[config.mk]
export PLATFORM = sky130hd
export DESIGN_NAME = nearest_note_pitch_matcher
export DESIGN_NICKNAME = d
export VERILOG_FILES = /design/src/sv/npm_pkg.sv /design/src/sv/npm_log2.sv /design/src/sv/npm_cell.sv /design/src/sv/nearest_note_pitch_matcher.sv
export SDC_FILE = /design/constraint.sdc
export NUM_CORES = 2
export LEC_CHECK = 0
export ABC_AREA = 1
export CORE_MARGIN = 2
export CORE_UTILIZATION = 45
export DETAILED_ROUTE_END_ITERATION = 16
export DONT_BUFFER_PORTS = 1
export PLACE_DENSITY_LB_ADDON = 0.3
export RECOVER_POWER = 25
export SLEW_MARGIN = 5
export SYNTH_ARGS = -nofsm -noshare
export SYNTH_HDL_FRONTEND = slang
export SYNTH_SLANG_ARGS = --single-unit
[constraint.sdc]
create_clock -name i_clk -period 9.72 [get_ports i_clk]
set_clock_uncertainty 0.1 [all_clocks]
set_input_delay 1.458 -clock i_clk [delete_from_list [all_inputs] [get_ports i_clk]]
set_output_delay 1.458 -clock i_clk [all_outputs]
set_load 0.05 [all_outputs]
[src/sv/npm_pkg.sv]
`timescale 1ns / 1ps

package npm_pkg;

    localparam int unsigned TableDepth = 16;
    localparam int unsigned IdxW       = 4;
    localparam int unsigned FreqW      = 21;
    localparam int unsigned PhysW      = 8;
    localparam int unsigned LogFrac    = 24;
    localparam int unsigned LogW       = 29;
    localparam int unsigned MantW      = 31;
    localparam int unsigned CentsW     = 20;
    localparam int unsigned TolW       = 19;
    localparam int unsigned SizeW      = 5;
    localparam int unsigned ProdW      = 44;

    localparam logic [ProdW-1:0] CentsPerOctave = 44'd19200;
    localparam logic [ProdW-1:0] RoundHalf      = 44'd8388608;
    localparam logic [TolW-1:0]  CentsLimit     = 19'd403200;
    localparam logic [TolW-1:0]  TolReset       = 19'd800;
    localparam logic [4:0]       LogSteps       = 5'd24;

    typedef enum logic {
        REG_TABLE_SIZE = 1'b0,
        REG_TOLERANCE  = 1'b1
    } t_reg_idx;

    typedef enum logic {
        MODE_LOAD  = 1'b0,
        MODE_MATCH = 1'b1
    } t_mode;

    typedef enum logic [3:0] {
        S_IDLE = 4'b0001,
        S_LOG  = 4'b0010,
        S_WALK = 4'b0100,
        S_OUT  = 4'b1000
    } t_state;

    typedef struct packed {
        logic [FreqW-1:0] freq;
        logic [PhysW-1:0] phys;
        logic             pv;
        logic [LogW-1:0]  logv;
    } t_entry;

    typedef struct packed {
        logic shift;
        logic wr;
    } t_cell_ctl;

endpackage

[src/sv/npm_log2.sv]
`timescale 1ns / 1ps

module npm_log2 (
    input  logic                      i_clk,
    input  logic                      i_rst_n,
    input  logic                      i_start,
    input  logic [npm_pkg::FreqW-1:0] i_x,
    output logic                      o_done,
    output logic [npm_pkg::LogW-1:0]  o_log
);

    logic [npm_pkg::MantW-1:0]   r_m;
    logic [4:0]                  r_n;
    logic [npm_pkg::LogFrac-1:0] r_frac;
    logic [4:0]                  r_cnt;
    logic                        r_busy;
    logic                        r_done;
    logic [4:0]                  n_n;
    logic [2*npm_pkg::MantW-1:0] w_sq;
    logic [31:0]                 w_top;

    // position of the top set bit
    always_comb begin
        n_n = 5'd0;
        for (int k = 0; k < npm_pkg::FreqW; k++) begin
            if (i_x[k]) begin
                n_n = 5'(k);
            end
        end
    end

    assign w_sq  = (2*npm_pkg::MantW)'(r_m) * (2*npm_pkg::MantW)'(r_m);
    assign w_top = w_sq[2*npm_pkg::MantW-1:30];

    always_ff @(posedge i_clk) begin
        if (!i_rst_n) begin
            r_busy <= 1'b0;
            r_done <= 1'b0;
            r_cnt  <= '0;
        end else begin
            r_done <= 1'b0;
            if (i_start) begin
                r_busy <= 1'b1;
                r_cnt  <= '0;
            end else if (r_busy) begin
                r_cnt <= r_cnt + 5'd1;
                if (r_cnt == npm_pkg::LogSteps - 5'd1) begin
                    r_busy <= 1'b0;
                    r_done <= 1'b1;
                end
            end
        end
    end

    always_ff @(posedge i_clk) begin
        if (i_start) begin
            r_n    <= n_n;
            r_m    <= npm_pkg::MantW'(i_x) << (5'd30 - n_n);
            r_frac <= '0;
        end else if (r_busy) begin
            // square, then halve when the mantissa reaches two
            r_frac <= {r_frac[npm_pkg::LogFrac-2:0], w_top[31]};
            r_m    <= w_top[31] ? w_top[31:1] : w_top[30:0];
        end
    end

    assign o_done = r_done;
    assign o_log  = {r_n, r_frac};

endmodule

[src/sv/npm_cell.sv]
`timescale 1ns / 1ps

module npm_cell (
    input  logic               i_clk,
    input  logic               i_rst_n,
    input  npm_pkg::t_cell_ctl i_ctl,
    input  npm_pkg::t_entry    i_next,
    input  npm_pkg::t_entry    i_wdata,
    output npm_pkg::t_entry    o_q
);

    npm_pkg::t_entry r_q;

    always_ff @(posedge i_clk) begin
        if (!i_rst_n) begin
            r_q <= '0;
        end else if (i_ctl.shift) begin
            r_q <= i_next;
        end else if (i_ctl.wr) begin
            r_q <= i_wdata;
        end
    end

    assign o_q = r_q;

endmodule

[src/sv/nearest_note_pitch_matcher.sv]
`timescale 1ns / 1ps

// Nearest-note matcher. On a load word (mode 0) busy stays high while
// the log2 unit is started and runs 24 squaring steps on the reference
// frequency, then the entry and its log are written into its slot of a ring of
// 16 cells. A new word is taken as soon as busy is low, never while it is high.
// A match word (mode 1) keeps busy high while the log of the pitch is formed,
// while the ring turns once past the two-stage cents compare and while the
// result is registered. The result is shown with strobe for exactly one
// cycle as busy falls. The receiver cannot stall the result, so sample it
// on that cycle. A load gives no result.
module nearest_note_pitch_matcher (
    input  logic                        i_clk,
    input  logic                        i_rst_n,
    input  logic                        start,
    output logic                        busy,
    output logic                        strobe,
    input  logic                        i_cfg_we,
    input  logic                        i_cfg_idx,
    input  logic [npm_pkg::TolW-1:0]    i_cfg_wdata,
    input  logic                        i_mode,
    input  logic [npm_pkg::IdxW-1:0]    i_entry_index,
    input  logic [npm_pkg::FreqW-1:0]   i_entry_frequency,
    input  logic [npm_pkg::PhysW-1:0]   i_entry_physical,
    input  logic                        i_entry_physical_valid,
    input  logic [npm_pkg::FreqW-1:0]   i_pitch,
    output logic                        o_note_hit,
    output logic [npm_pkg::IdxW-1:0]    o_best_index,
    output logic                        o_physical_valid,
    output logic [npm_pkg::PhysW-1:0]   o_phys_map,
    output logic signed [npm_pkg::CentsW-1:0] o_cent_error,
    output logic [npm_pkg::FreqW-1:0]   o_ref_freq,
    output logic [npm_pkg::FreqW-1:0]   o_measured_frequency
);

    npm_pkg::t_state r_state;
    logic [npm_pkg::SizeW-1:0] r_size;
    logic [npm_pkg::TolW-1:0]  r_tol;
    logic                      r_mode;
    logic [npm_pkg::IdxW-1:0]  r_idx;
    logic [npm_pkg::FreqW-1:0] r_wfreq;
    logic [npm_pkg::PhysW-1:0] r_wphys;
    logic                      r_wpv;
    logic [npm_pkg::FreqW-1:0] r_pitch;
    logic [npm_pkg::LogW-1:0]  r_lp;
    logic [4:0]                r_step;

    logic                      r_s1_v;
    logic                      r_s1_neg;
    logic [npm_pkg::ProdW-1:0] r_s1_prod;
    logic [npm_pkg::IdxW-1:0]  r_s1_idx;
    logic [npm_pkg::FreqW-1:0] r_s1_freq;
    logic [npm_pkg::PhysW-1:0] r_s1_phys;
    logic                      r_s1_pv;

    logic                      r_found;
    logic [npm_pkg::TolW-1:0]  r_best_abs;
    logic                      r_best_neg;
    logic [npm_pkg::IdxW-1:0]  r_best_idx;
    logic [npm_pkg::FreqW-1:0] r_best_freq;
    logic [npm_pkg::PhysW-1:0] r_best_phys;
    logic                      r_best_pv;

    logic                      r_strobe;

    logic                      w_log_start;
    logic                      w_log_done;
    logic [npm_pkg::LogW-1:0]  w_log;
    logic                      w_shift;
    logic                      w_wr;
    npm_pkg::t_entry           w_cell [npm_pkg::TableDepth];
    npm_pkg::t_entry           w_wdata;
    npm_pkg::t_entry           w_head;
    logic [npm_pkg::SizeW-1:0] w_count;
    logic                      w_neg;
    logic [npm_pkg::LogW-1:0]  w_mag;
    logic [npm_pkg::ProdW-1:0] w_sum;
    logic [npm_pkg::CentsW-1:0] w_craw;
    logic [npm_pkg::TolW-1:0]  w_c;
    logic                      w_take;
    logic                      w_match;

    assign busy        = (r_state != npm_pkg::S_IDLE);
    assign strobe      = r_strobe;
    assign w_log_start = start && !busy;
    assign w_shift     = (r_state == npm_pkg::S_WALK) && !r_step[4];
    assign w_wr        = (r_state == npm_pkg::S_LOG) && w_log_done
                         && (r_mode == npm_pkg::MODE_LOAD);
    assign w_wdata     = '{freq: r_wfreq, phys: r_wphys, pv: r_wpv, logv: w_log};
    assign w_head      = w_cell[0];
    assign w_count     = (r_size > npm_pkg::SizeW'(npm_pkg::TableDepth))
                         ? npm_pkg::SizeW'(npm_pkg::TableDepth) : r_size;

    npm_log2 u_log2 (
        .i_clk   (i_clk),
        .i_rst_n (i_rst_n),
        .i_start (w_log_start),
        .i_x     ((i_mode == npm_pkg::MODE_MATCH) ? i_pitch : i_entry_frequency),
        .o_done  (w_log_done),
        .o_log   (w_log)
    );

    // ring of cells: rotate towards cell zero, write in place on a load
    for (genvar g = 0; g < npm_pkg::TableDepth; g++) begin : g_cell
        npm_pkg::t_cell_ctl w_ctl;
        assign w_ctl = '{shift: w_shift, wr: w_wr && (r_idx == npm_pkg::IdxW'(g))};
        npm_cell u_cell (
            .i_clk   (i_clk),
            .i_rst_n (i_rst_n),
            .i_ctl   (w_ctl),
            .i_next  (w_cell[(g + 1) % npm_pkg::TableDepth]),
            .i_wdata (w_wdata),
            .o_q     (w_cell[g])
        );
    end

    assign w_neg  = (r_lp < w_head.logv);
    assign w_mag  = w_neg ? (w_head.logv - r_lp) : (r_lp - w_head.logv);
    assign w_sum  = r_s1_prod + npm_pkg::RoundHalf;
    assign w_craw = w_sum[npm_pkg::ProdW-1:npm_pkg::LogFrac];
    assign w_c    = (w_craw > npm_pkg::CentsW'(npm_pkg::CentsLimit))
                    ? npm_pkg::CentsLimit : w_craw[npm_pkg::TolW-1:0];
    assign w_take = r_s1_v && (!r_found || (w_c < r_best_abs));
    assign w_match = r_found && (r_best_abs <= r_tol);

    always_ff @(posedge i_clk) begin
        if (!i_rst_n) begin
            r_size <= '0;
            r_tol  <= npm_pkg::TolReset;
        end else if (i_cfg_we) begin
            case (i_cfg_idx)
                npm_pkg::REG_TABLE_SIZE: r_size <= i_cfg_wdata[npm_pkg::SizeW-1:0];
                npm_pkg::REG_TOLERANCE:  r_tol  <= i_cfg_wdata;
                default: ;
            endcase
        end
    end

    always_ff @(posedge i_clk) begin
        if (!i_rst_n) begin
            r_state  <= npm_pkg::S_IDLE;
            r_step   <= '0;
            r_strobe <= 1'b0;
            r_s1_v   <= 1'b0;
            r_found  <= 1'b0;
        end else begin
            r_strobe <= 1'b0;
            case (r_state)
                npm_pkg::S_IDLE: begin
                    if (start) begin
                        r_state <= npm_pkg::S_LOG;
                    end
                end
                npm_pkg::S_LOG: begin
                    if (w_log_done) begin
                        r_step  <= '0;
                        r_found <= 1'b0;
                        r_s1_v  <= 1'b0;
                        r_state <= (r_mode == npm_pkg::MODE_LOAD)
                                   ? npm_pkg::S_IDLE : npm_pkg::S_WALK;
                    end
                end
                npm_pkg::S_WALK: begin
                    r_step <= r_step + 5'd1;
                    r_s1_v <= !r_step[4] && (r_step < w_count)
                              && (w_head.freq != '0) && (r_pitch != '0);
                    if (w_take) begin
                        r_found <= 1'b1;
                    end
                    if (r_step[4]) begin
                        r_state <= npm_pkg::S_OUT;
                    end
                end
                npm_pkg::S_OUT: begin
                    r_strobe <= 1'b1;
                    r_state  <= npm_pkg::S_IDLE;
                end
                default: r_state <= npm_pkg::S_IDLE;
            endcase
        end
    end

    always_ff @(posedge i_clk) begin
        if (w_log_start) begin
            r_mode  <= i_mode;
            r_idx   <= i_entry_index;
            r_wfreq <= i_entry_frequency;
            r_wphys <= i_entry_physical;
            r_wpv   <= i_entry_physical_valid;
            r_pitch <= i_pitch;
        end
        if ((r_state == npm_pkg::S_LOG) && w_log_done) begin
            r_lp <= w_log;
        end
        // stage one: scale the log difference to sixteenths of a cent
        r_s1_neg  <= w_neg;
        r_s1_prod <= npm_pkg::ProdW'(w_mag) * npm_pkg::CentsPerOctave;
        r_s1_idx  <= r_step[npm_pkg::IdxW-1:0];
        r_s1_freq <= w_head.freq;
        r_s1_phys <= w_head.phys;
        r_s1_pv   <= w_head.pv;
        // stage two: keep the nearest, lower index on a tie
        if (w_take) begin
            r_best_abs  <= w_c;
            r_best_neg  <= r_s1_neg;
            r_best_idx  <= r_s1_idx;
            r_best_freq <= r_s1_freq;
            r_best_phys <= r_s1_phys;
            r_best_pv   <= r_s1_pv;
        end
        if (r_state == npm_pkg::S_OUT) begin
            o_note_hit           <= w_match;
            o_best_index         <= w_match ? r_best_idx : '0;
            o_physical_valid     <= w_match && r_best_pv;
            o_phys_map           <= (w_match && r_best_pv) ? r_best_phys : '0;
            o_ref_freq           <= w_match ? r_best_freq : '0;
            o_measured_frequency <= r_pitch;
            if (!w_match) begin
                o_cent_error <= '0;
            end else if (r_best_neg) begin
                o_cent_error <= $signed(~{1'b0, r_best_abs} + npm_pkg::CentsW'(1));
            end else begin
                o_cent_error <= $signed({1'b0, r_best_abs});
            end
        end
    end

    a_strobe_idle: assert property (@(posedge i_clk) disable iff (!i_rst_n)
        r_strobe |-> (r_state == npm_pkg::S_IDLE))
        else $error("result strobe outside idle");

    a_shift_walk: assert property (@(posedge i_clk) disable iff (!i_rst_n)
        w_shift |-> !w_wr && (r_mode == npm_pkg::MODE_MATCH))
        else $error("ring rotates outside a match");

    a_out_after_walk: assert property (@(posedge i_clk) disable iff (!i_rst_n)
        (r_state == npm_pkg::S_OUT) |-> $past(r_state == npm_pkg::S_WALK)
        && (r_step == 5'd17))
        else $error("result before the ring has turned once");

    a_best_tol: assert property (@(posedge i_clk) disable iff (!i_rst_n)
        $rose(r_strobe) && o_note_hit |-> o_ref_freq != '0)
        else $error("match against an unused entry");

endmodule
==> impl_summary.md <==
Finish
The storage element area is 28,900 µm². The area of combinational cells with multiple inputs is 47,800 µm². At the end of the flow, the number of nets in the layout was 11.1k. The summed area of non-filler cells in the final layout is 91,700 µm².

Compared with the post-synthesis result, the final layout area differs by 7.50%. Cells with a size suffix above 1 make up about 4.2% of the layout. After filler insertion, the fill cell instance count of the layout stands at 17.8k.

Yosys
The biggest area contributor in the post-synthesis netlist is dfxtp_1. Dividing the synthesized area by the synthesized cell count gives between 8 and 9 µm². In the synthesized netlist the dominant register cell turns out to be dfxtp_1. The cell count after synthesis came out at 10.1k. The synthesized netlist net count is about 11k.

By area the synthesized netlist is led by dfxtp_1 (25%), fa_1 (19%), edfxtp_1 (8.8%), nand2_1 (8.8%), inv_1 (7.2%). The synthesized netlist occupies a cell area of 85,300 µm². Counting distinct cell types in the post-synthesis netlist gives 66.

The fraction of registers with async set/reset is 0%. After synthesis the netlist holds a flip-flop and latch count of 1,318. Counting flops with a built-in enable in the synthesized netlist gives 251. Yosys printed 0 warnings. The post-synthesis sequential area ratio is 33.9%. Of the post-synthesis cell area, the dominant cell type holds 25.0%.

Timing
Setup repair after global routing left no endpoint under its margin. The total count of hold-check failures in the final report is 0. The fmax is roughly 0.11 GHz. The actual slew at the worst max-slew pin is about 4500 ps. Setup violations remaining at the end of the flow were counted as 0.

The number of max-slew violations in the final report is between 900 and 1k. For the final routed database, the setup TNS stands at 0 ps. The final worst slack is 453 ps.

The routed design could run at a clock period as short as 9270 ps. The period utilization is 95.3%. The tightest slew margin relative to the limit is -200%.

Clock tree
The maximum level of the CTS H-tree is 4. The clock latency on the worst-skew pair is 780 ps. Clock tree synthesis found a total of roughly 1.3k sinks. TritonCTS built the clock tree. For this design, the CTS-stage hold fixing added 0 buffers. The maximum clock path buffer count is 3. The cell sitting at the root of the clock tree is a clkbuf_16. In this run, post-CTS repair resized a total of 0 instances. The number of CTS-inserted buffers is between 100 and 150. The number of setup buffers added after CTS is 0.

The clock slew seen by the registers of the worst setup and hold paths is roughly 70 ps.

Worst setup path
The beginning of the worst register-to-register path is u_log2.r_m[14]. The element type at the critical path start is a flip-flop. The worst register-to-register path has a setup slack of 450 ps. The master of the slowest instance on the critical path is edfxtp_1. The stage delay of the slowest cell on the critical path is 1240 ps. In this run the number of cells on the critical path is 26. Grouping stages by cell kind, the critical path spends the most delay in adder cells.

The cell occurring most often along the worst timing path is fa_1. The worst-path maximum fanout is 30. The worst setup path is of the flip-flop to flip-flop kind.

The worst path buffer plus inverter count is 6. The critical path required time is 10,080 ps. The nature of the critical path endpoint is a flip-flop. The worst endpoint data arrival time is between 9000 and 10,000 ps. In this run the critical register-to-register path is captured at u_log2.r_m[4].

The depth of the worst register-to-register path is 26.

Hold path
The startpoint identified for the worst hold timing path is g_cell[0].u_cell.o_q[32]. The path with the worst hold slack has its endpoint at r_s1_phys[2]. The worst hold path depth is 0. The type of the worst min-delay path is flip-flop to flip-flop.

Placement
At the end of routability-driven placement, the weighted congestion stood at 0.947. Prior to clock tree synthesis, the placed netlist has a worst setup slack of approximately 760 ps. The placement-stage cell area is 86,900 µm².

Buffers placed on the I/O ports in this run total 0. The placed wire-length estimate after detailed placement is 161,000 µm.

Die
The initialized floorplan defines 159 standard-cell rows. From bottom edge to top edge, the die measures approximately 440 µm. The area of the die is 193,000 µm². Measured along the x axis, the die boundary spans ~440 µm. In this run the count of I/O pins placed on the die edge is 158.

The area of the placeable core is ~190,000 µm². The initial cell density of the core is 45.4%.

Routing
The average routed wire per standard cell is 18.8 µm. The count of vias placed by the detailed router is 67.8k. The routed wire length is 232,000 µm. The total DRC errors in the routed layout is 0. Using the TritonRoute via totals, the vias-per-cell ratio works out to roughly 5.5. The first detailed-routing pass took 6 iterations. The detail route stage leaves a number of antenna-violating nets equal to 0.

The first routing iteration left approximately 6.4k violations.

Status
The flow ran to the end, but the final reports show violations. The final reports fail on max-capacitance violations, max-slew violations.

Global route
The initial antenna violation count is 8. Summed over all layers, the global routing overflow is 0. The first global-routing pass estimated 372,000 µm of wire. The pin count of the biggest net entering global routing is just under 1k. For this run, the total global-route usage over all layers was measured as approximately a quarter.

The via count of the first global-routing pass is 67.4k.

Job
The max-capacitance violation count is 7.
-- cells by family (layout without fill, tap and decap cells) --
| group | Yosys count | count (layout) | synth area share, % |
|---|---|---|---|
| buffers and inverters | 2275 | 2015 | 10.1 |
| AOI/OAI and AO/OA | 2489 | 2489 | 16.6 |
| other | 0 | 5 | 0 |
| adders and majority gates | 1268 | 1268 | 25.6 |
| muxes | 5 | 5 | 0.0587 |
| xor gates and xnor gates | 145 | 145 | 1.54 |
| and+or+nand+nor | 2616 | 2616 | 12.2 |
| DFF | 1318 | 1318 | 33.9 |
-- state kept, by name (all words and copies together) (netlist names), 5 cells and up --
signal / flops
u_log2.r_m: 31
r_wphys: 8
o_phys_map: 8
r_s1_freq: 21
g_cell.u_cell.o_q: 944
r_pitch: 21
u_log2.r_cnt: 5
r_s1_prod: 21
r_size: 5
u_log2.r_n: 5
o_measured_frequency: 21
r_wfreq: 21
r_tol: 19
r_step: 5
r_best_phys: 8
r_lp: 29
o_ref_freq: 21
r_best_abs: 19
r_best_freq: 21
o_cent_error: 20
r_s1_phys: 8
u_log2.r_frac: 24
-- Yosys cell counts, types with 11 or more instances --
cell / number
nand4_1: 26
o21a_1: 24
a21oi_1: 268
inv_2: 22
buf_1: 17
nand2_1: 2006
nor4_1: 20
a22oi_1: 24
o21ai_1: 17
nor2_1: 295
xor2_1: 108
o211ai_1: 12
a31oi_1: 973
clkbuf_1: 568
buf_2: 30
a21o_1: 11
nor3_1: 35
o21ai_0: 1084
edfxtp_1: 251
dfxtp_1: 1067
xnor2_1: 34
fa_1: 797
nand3_1: 179
inv_1: 1625
ha_1: 471
-- worst max-delay path by stage --
stage                    from             end  slack, ps
3_5_place_dp   u_log2.r_m[14]   u_log2.r_m[4]        760
5_1_grt        u_log2.r_m[14]  u_log2.r_m[25]        140
3_3_place_gp   u_log2.r_m[14]   u_log2.r_m[4]        680
4_1_cts        u_log2.r_m[14]   u_log2.r_m[4]        730
2_1_floorplan   r_s1_prod[23]   r_best_abs[0]       1780
6_report       u_log2.r_m[14]   u_log2.r_m[4]        450
-- routing by layer --
metal | routed length, µm | part of all wire (%) | global-route usage (%) | vias up
met2 | 105000 | 45 | 37.7 | 2124
met1 | 105000 | 45 | 33.9 | 33100
met3 | 16700 | 7.2 | 4.36 | 319
li1 | - | - | - | 32300
met5 | 13 | 0.0056 | 0 | -
met4 | 5870 | 2.5 | 6.59 | 2
-- layout make-up --
class,count,area share (%)
sequential,1318,31.5
timing repair buffer,103,0.864
multi-input combinational,6523,52.1
clock inverter,68,0.891
tap,2495,3.41
inverter,1649,6.78
antenna,5,0.0136
clock buffer,195,4.40
-- cell usage in the layout (no fill, tap or decap), types with 10 or more instances in the layout --
master / instances
dfxtp_1: 1067
nor4_1: 20
a31oi_1: 973
a21o_1: 11
clkbuf_16: 145
nand4_1: 26
ha_1: 471
xnor2_1: 34
a22oi_1: 24
nand3_1: 179
clkbuf_8: 22
nand2_1: 1999
o21ai_1: 16
clkbuf_1: 33
o211ai_1: 12
inv_4: 14
nor2_1: 295
o21ai_0: 1085
edfxtp_1: 251
fa_1: 797
a21oi_1: 269
clkinv_2: 28
buf_4: 95
xor2_1: 108
o21a_1: 24
inv_2: 10
inv_1: 1626
nor3_1: 35
-- metrics by stage --
step           cells  utilization, %  hold WS (ps)
2_1_floorplan  10100               -           246
3_3_place_gp   12100            46.2           261
3_5_place_dp   12100            46.2           257
4_1_cts        12400            48.8           272
5_1_grt        12400            48.8           281
6_report       12400            48.8           272
Power is not shown: default switching activity piles up to over one toggle a cycle in this logic, so the estimate is an artifact.
